**config.mk**
```make
export PLATFORM = sky130hd
export DESIGN_NAME = utf8_to_ucs2_stream_decoder_core
export DESIGN_NICKNAME = d
export VERILOG_FILES = /design/src/u8u2_pkg.sv /design/src/utf8_to_ucs2_stream_decoder_core.sv
export SDC_FILE = /design/constraint.sdc
export NUM_CORES = 1
export LEC_CHECK = 0
export ABC_CLOCK_PERIOD_IN_PS = 7970
export BUFFER_PORTS_ARGS = -buffer_cell sky130_fd_sc_hd__buf_2
export CORE_AREA = 2 2 97 52
export DETAILED_ROUTE_END_ITERATION = 8
export DIE_AREA = 0 0 99 54
export GPL_TIMING_DRIVEN = 1
export PLACE_DENSITY = 0.63
export REMOVE_ABC_BUFFERS = 1
export SLEW_MARGIN = 20
export SYNTH_ARGS = -nofsm -noshare
export SYNTH_HDL_FRONTEND = slang
export SYNTH_SLANG_ARGS = --single-unit
```
**constraint.sdc**
```tcl
create_clock -name clk -period 7.97 [get_ports clk]
set_input_delay 0.3985 -clock clk [delete_from_list [all_inputs] [get_ports clk]]
set_output_delay 0.3985 -clock clk [all_outputs]
set_load 0.05 [all_outputs]
```
**src/u8u2_pkg.sv**
```systemverilog
// ----------------------------------------------------------------------------
// UTF-8 to UCS-2 decoder package
// Shared widths and byte masks for the stream decoder and its checker.
// ----------------------------------------------------------------------------
`default_nettype none

package u8u2_pkg;

    localparam int BYTE_W = 8;
    localparam int CP_W   = 16;
    localparam int NEED_W = 2;

    // Payload bits carried by each byte form
    localparam logic [BYTE_W-1:0] ASCII_MASK = 8'h7f;
    localparam logic [BYTE_W-1:0] LEAD_MASK  = 8'h1f;
    localparam logic [BYTE_W-1:0] CONT_MASK  = 8'h3f;

    // Continuation bytes still expected after a lead byte
    localparam logic [NEED_W-1:0] NEED_NONE = 2'd0;
    localparam logic [NEED_W-1:0] NEED_ONE  = 2'd1;
    localparam logic [NEED_W-1:0] NEED_TWO  = 2'd2;

endpackage : u8u2_pkg

`default_nettype wire

```
**src/utf8_to_ucs2_stream_decoder_core.sv**
```systemverilog
// A result beat is registered and shown in the cycle after its byte is accepted.
// Throughput: one byte per cycle unless the output stalls; the output register
// frees in the same cycle its beat is taken, so input and output run back to back.
// Reset (rst_n low, asynchronous): decode state cleared, output register empty.
// ----------------------------------------------------------------------------
// UTF-8 to UCS-2 stream decoder
// Decodes one UTF-8 byte per beat into 16-bit code points; tlast on the input
// marks the final byte, which always yields one result with tlast set.
// ----------------------------------------------------------------------------
`default_nettype none

module utf8_to_ucs2_stream_decoder_core
(
    input  wire logic                        clk,
    input  wire logic                        rst_n,
    // tdata: [7:0] in_byte
    input  wire logic [u8u2_pkg::BYTE_W-1:0] s_axis_tdata,
    input  wire logic                        s_axis_tlast,   // end_of_string
    input  wire logic                        s_axis_tvalid,
    output logic                             s_axis_tready,
    // tdata: [15:0] code_point
    output logic [u8u2_pkg::CP_W-1:0]        m_axis_tdata,
    output logic                             m_axis_tuser,   // bad_encoding
    output logic                             m_axis_tlast,   // string_done
    output logic                             m_axis_tvalid,
    input  wire logic                        m_axis_tready
);

    import u8u2_pkg::*;

    logic [NEED_W-1:0] bytes_still_needed_reg, bytes_still_needed_next;
    logic [CP_W-1:0]   partial_code_reg, partial_code_next;
    logic              string_failed_reg, string_failed_next;

    logic              out_valid_reg, out_valid_next;
    logic [CP_W-1:0]   out_code_reg;
    logic              out_bad_reg;
    logic              out_done_reg;

    logic              accept;
    logic              is_cont;
    logic              cp_done;
    logic [CP_W-1:0]   cp_value;
    logic              emit;
    logic [CP_W-1:0]   emit_code;
    logic              emit_bad;
    logic              bad;

    assign s_axis_tready = !out_valid_reg || m_axis_tready;
    assign accept        = s_axis_tvalid && s_axis_tready;
    assign is_cont       = (s_axis_tdata[7:6] == 2'b10);

    always_comb
    begin
        bytes_still_needed_next = bytes_still_needed_reg;
        partial_code_next       = partial_code_reg;
        string_failed_next      = string_failed_reg;
        cp_done                 = 1'b0;
        cp_value                = '0;

        if (!string_failed_reg)
        begin
            if (bytes_still_needed_reg != NEED_NONE)
            begin
                if (is_cont)
                begin
                    partial_code_next = {partial_code_reg[CP_W-7:0],
                                         s_axis_tdata[5:0] & CONT_MASK[5:0]};
                    bytes_still_needed_next = bytes_still_needed_reg - NEED_ONE;
                    if (bytes_still_needed_reg == NEED_ONE)
                    begin
                        cp_done  = 1'b1;
                        cp_value = partial_code_next;
                    end
                end
                else
                begin
                    // break in the sequence: the byte is not decoded again
                    string_failed_next = 1'b1;
                end
            end
            else if (!s_axis_tdata[7])
            begin
                cp_done  = 1'b1;
                cp_value = {{(CP_W-BYTE_W){1'b0}}, s_axis_tdata & ASCII_MASK};
            end
            else if (s_axis_tdata[7:5] == 3'b110)
            begin
                partial_code_next       = {{(CP_W-BYTE_W){1'b0}}, s_axis_tdata & LEAD_MASK};
                bytes_still_needed_next = NEED_ONE;
            end
            else if (s_axis_tdata[7:4] == 4'b1110)
            begin
                partial_code_next       = {{(CP_W-BYTE_W){1'b0}}, s_axis_tdata & LEAD_MASK};
                bytes_still_needed_next = NEED_TWO;
            end
            else
            begin
                // stray continuation or four-plus leading ones
                string_failed_next = 1'b1;
            end
        end

        bad       = string_failed_next || (bytes_still_needed_next != NEED_NONE) || !cp_done;
        emit      = s_axis_tlast || cp_done;
        emit_bad  = s_axis_tlast && bad;
        emit_code = emit_bad ? '0 : cp_value;

        if (s_axis_tlast)
        begin
            // final byte: return to the idle decode state
            bytes_still_needed_next = NEED_NONE;
            partial_code_next       = '0;
            string_failed_next      = 1'b0;
        end

        if (accept)
            out_valid_next = emit;
        else if (m_axis_tready)
            out_valid_next = 1'b0;
        else
            out_valid_next = out_valid_reg;
    end

    always_ff @(posedge clk or negedge rst_n)
    begin
        if (!rst_n)
        begin
            bytes_still_needed_reg <= NEED_NONE;
            partial_code_reg       <= '0;
            string_failed_reg      <= 1'b0;
            out_valid_reg          <= 1'b0;
        end
        else
        begin
            out_valid_reg <= out_valid_next;
            if (accept)
            begin
                bytes_still_needed_reg <= bytes_still_needed_next;
                partial_code_reg       <= partial_code_next;
                string_failed_reg      <= string_failed_next;
            end
        end
    end

    // hold the payload until a new beat replaces it
    always_ff @(posedge clk)
    begin
        if (accept && emit)
        begin
            out_code_reg <= emit_code;
            out_bad_reg  <= emit_bad;
            out_done_reg <= s_axis_tlast;
        end
    end

    assign m_axis_tvalid = out_valid_reg;
    assign m_axis_tdata  = out_code_reg;
    assign m_axis_tuser  = out_bad_reg;
    assign m_axis_tlast  = out_done_reg;

endmodule : utf8_to_ucs2_stream_decoder_core

`default_nettype wire

```
**Yosys cells after proc, flatten, opt, wreduce, memory -nomap -nowiden**

Cells that the tools add are included.

- Bits in registers: 32
- Bits of input ports: 13
- Logic and storage cells: 62

- Add/sub/neg operators: 1
- Eq/ne operators: 6
- Multiplexer cells: 32
- Reductions and logical operators: 16

Operators with widths:

| operator | count |
|---|---|
| 10-bit 2-to-1 mux | 7 |
| 16-bit 2-to-1 mux | 3 |
| 1-bit 2-to-1 mux | 14 |
| 2-bit 2-to-1 mux | 7 |
| 7-bit 2-to-1 mux | 1 |
| 2-bit nonzero test | 3 |
| 5-bit AND reduction | 1 |
| 4-bit equality test, second input constant | 1 |
| 1-bit logical OR | 4 |
| 4-bit nonzero test | 1 |
| 3-bit equality test, second input constant | 1 |
| 1-bit logical AND | 3 |
| 3-bit != test, second input constant | 1 |
| 3-bit nonzero test | 1 |
| 2-bit by 1-bit equality test with 1-bit output, second input constant | 1 |
| 2-bit equality test, second input constant | 1 |
| 1-bit logical NOT | 2 |
| 2-bit != test, second input constant | 1 |
| 2-bit OR reduction | 1 |
| 2-bit by 1-bit subtractor with 2-bit output, second input constant | 1 |

**Logic depth before layout (Yosys ltp)**

- Depth in word-level cells: 11
- Mapped depth: 9
- Gate-level depth less buffers: 7

**Least setup slack after synthesis**

No wires, ideal clock.

- Path type: flip-flop to flip-flop
- Start point: register out_valid_reg (netlist: m_axis_tvalid)
- End point: register out_code_reg[0] (netlist: m_axis_tdata[0]) (enable)
- Setup time: 392 ps
- Arrival: 2191 ps
- Required time: 7578 ps
- Slack: 5386 ps
- Cell stages (with the launch flop): 4
- Clock period less this slack: 2584 ps
- Cells stage by stage: dfrtp_1 nand2b_1 nand2_1 nor2_1

- Word-level cells in the longest chain between the ends: 4

Ends and longest elaborated chain:

| element | line | source |
|---|---|---|
| from (decl) | utf8_to_ucs2_stream_decoder_core.sv:35 | `logic out_valid_reg, out_valid_next;` |
| from (signal assigned) | utf8_to_ucs2_stream_decoder_core.sv:136 | `out_valid_reg <= out_valid_next;` |
| 1-bit logical NOT | utf8_to_ucs2_stream_decoder_core.sv:49 | `assign s_axis_tready = !out_valid_reg \|\| m_axis_tready;` |
| 1-bit logical OR | utf8_to_ucs2_stream_decoder_core.sv:49 |  |
| via s_axis_tready | utf8_to_ucs2_stream_decoder_core.sv:20 | `output logic s_axis_tready,` |
| 1-bit logical AND | utf8_to_ucs2_stream_decoder_core.sv:50 | `assign accept = s_axis_tvalid && s_axis_tready;` |
| 1-bit logical AND | utf8_to_ucs2_stream_decoder_core.sv:149 | `if (accept && emit)` |
| to (signal assigned) | utf8_to_ucs2_stream_decoder_core.sv:151 | `out_code_reg <= emit_code;` |
| to (decl) | utf8_to_ucs2_stream_decoder_core.sv:36 | `logic [CP_W-1:0] out_code_reg;` |

The timed path passes the listed nets, and every way through them passes these cells.
A chain may end at the register's enable or synchronous reset.

**Worst setup path in the final report**

- Start point: register bytes_still_needed_reg[0]
- End point: register out_code_reg[8] (netlist: m_axis_tdata[8]), data pin

- Word-level cells in the longest chain between the ends: 10
- Elaborated cells on any way between the ends: 24
- Classes of those cells: add/sub (1); eq/ne (1); mux (15); reduce/logical (7)

Ends and longest elaborated chain:

| element | line | source |
|---|---|---|
| from (decl) | utf8_to_ucs2_stream_decoder_core.sv:31 | `logic [NEED_W-1:0] bytes_still_needed_reg, bytes_still_needed_next;` |
| from (signal assigned) | utf8_to_ucs2_stream_decoder_core.sv:139 | `bytes_still_needed_reg <= bytes_still_needed_next;` |
| parallel branches: the longest is 10 deep, another holds 2-bit by 1-bit subtractor with 2-bit output | -- |  |

Parallel ways; which one is timed is not known.

==> results_dict.tcl <==
set metrics [dict create \
    status "finished, final reports clean" \
    cp.required_ps 7980 \
    portBuffers 32 \
    min_period_ps 2380 \
    cap_violations 0 \
    hpwl_um 2380 \
    dp_cells 224 \
    firstDrtPassIters 4 \
    wl_met3_um 233 \
    rsz0062_at_grt "no" \
    endpoint_kind "register" \
    cts_sinks 32 \
    viasPerCell 4.76 \
    post_cts_resize_count 0 \
    finalWeightedCongestion 0.946 \
    die_y_um 54 \
    setup_tns_ps 0 \
    hold_viol_final 0 \
    ant_nets 0 \
    cts.clk_slew.worst_paths_ps 70 \
    finalMaxSlewViolations 0 \
    routed-wl-met2_um 1220 \
    peakVddDrop_uv 69.9 \
    largest_reg_flops 16 \
    grt_pass1_vias 1032 \
    dr_total_vias 1104 \
    maxSlewHeadroom 0.585 \
    clk_path_buf_depth 2 \
    wl_met1_um 1720 \
    io_pins 33 \
    grt_pass1_wl_um 5240 \
    synth.top_cell.area_share 0.352 \
    yosys.area.top_type "edfxtp_1" \
    insertion_delay_ps 280 \
    worstMarginPinSlew_ps 623 \
    cp_max_fo 17 \
    diodes 0 \
    dieArea_um2 5350 \
    synth_area_per_cell_um2 11.5 \
    antenna_found_initial 0 \
    final_cells 232 \
    criticalPathCategory "reg2reg" \
    nNetsFinal 186 \
    yosys_warnings 0 \
    power_uw 464 \
    wl_um 3210 \
    drc 0 \
    cts_tree "yes" \
    power_density_nw_per_um2 251 \
    grt_usage 0.134 \
    layout-drive-gt1-share 0.349 \
    initial_core_util 0.333 \
    setup_viol 0 \
    drt-wirelength-per-cell_um 13.8 \
    worst_hold_slack_ps 5.76 \
    root_buffer "clkbuf_8" \
    ys.flop_type "edfxtp_1" \
    synth_area_leaders "edfxtp_1, dfrtp_1, nand2_1, nor2_2, a22o_1" \
    post_cts_buffers 0 \
    synth_edf_count 18 \
    skew_ps 5.89 \
    synth_seq_cells 32 \
    min_path_type "in2async" \
    grt_overflow_total 0 \
    syn2layout_area_growth_pct 20.3 \
    synth.distinct_cells 37 \
    start_kind "register" \
    cts_inserted_buffers 5 \
    critical_path_arrival_ps 2380 \
    dp_slack_ps 5580 \
    setup_ws_ps 5590 \
    top_layer_used "met4" \
    synth_area_um2 1540 \
    rows 18 \
    async_flop_share 0.438 \
    ys_seq_area_frac 0.579 \
    drt_iter0_drc 99 \
    cts_hold_buf 0 \
    grt_max_degree 19 \
    final.period_utilization 0.298 \
    synthCells 134 \
    htree_levels 2 \
    die_w_um 99 \
    p_leak_nw 0.778 \
    fmax_ghz 0.421 \
    core_region_area_um2 4620 \
]
power by group:
group | total, mW | switching [mW] | internal, mW
Combinational | 0.123 | 0.0886 | 0.0347
Clock | 0.138 | 0.0588 | 0.0788
Sequential | 0.203 | 0.00900 | 0.194
Total | 0.464 | 0.156 | 0.307
cell usage in the layout, fill, tap and decap left out, types with 2 or more instances in the layout:
| master | n |
|---|---|
| a21oi_1 | 3 |
| a22o_1 | 6 |
| a31oi_1 | 2 |
| buf_2 | 32 |
| clkbuf_8 | 7 |
| dfrtp_1 | 14 |
| edfxtp_1 | 18 |
| ha_1 | 2 |
| inv_1 | 9 |
| mux2i_1 | 5 |
| nand2_1 | 23 |
| nand2b_1 | 2 |
| nor2_1 | 12 |
| nor2_2 | 10 |
| o21ai_0 | 3 |
final timing paths:
kind | from | end | slack (ps) | cells past startpoint
min in group clk | s_axis_tdata[1] | partial_code_reg[1] | 360 | 2
min | rst_n | bytes_still_needed_reg[0] | 6 | 1
min reg2reg | partial_code_reg[4] | partial_code_reg[4] | 520 | 1
max | bytes_still_needed_reg[0] | m_axis_tdata[8] | 5590 | 7
max reg2reg | bytes_still_needed_reg[0] | m_axis_tdata[8] | 5590 | 7
max in group asynchronous | rst_n | partial_code_reg[3] | 7720 | 1
synth_stat cells (2+ instances only):
library cell	count
a31oi_1	2
ha_1	2
nor2_2	10
nor2_1	12
mux2i_1	5
edfxtp_1	18
a22o_1	6
dfrtp_1	14
a21oi_1	3
o21ai_0	3
nand2b_1	2
inv_1	9
buf_6	2
nand2_1	23
critical path, stage by stage, from the launching register on:
cell and delay [ps]:
dfrtp_1 410, inv_1 90, ha_1 370, nor2_4 90, a31oi_1 290, nor2_2 160
a31oi_4 570, nor2_1 110
cell type report:
type | count | area (µm²)
fill | 458 | 2770
sequential | 32 | 891
multi-input combinational | 90 | 583
timing repair buffer | 33 | 168
clock buffer | 8 | 100
tap | 60 | 75.1
inverter | 9 | 33.8
stage by stage:
stage	instance area, µm²	utilization
finish	1850	0.401
global route	1850	0.401
global placement	1750	0.379
floorplan	1510	-
detailed placement	1750	0.379
CTS	1850	0.401
per-layer routing:
metal | GRT usage | vias up
li1 | - | 543
met3 | 0.0455 | 4
met1 | 0.191 | 520
met4 | 0.0548 | 0
met5 | 0 | -
met2 | 0.184 | 37
logic make-up (layout without fill, tap and decap cells):
kind of cell,after synthesis,in the layout,synth area share
muxes,5,5,0.0325
buffers and inverters,12,50,0.0415
DFF,32,32,0.579
AOI/OAI and AO/OA,25,25,0.131
adders and majority gates,2,2,0.0163
and+or+nand+nor,58,58,0.199
Power figures use the tool's default switching activity.
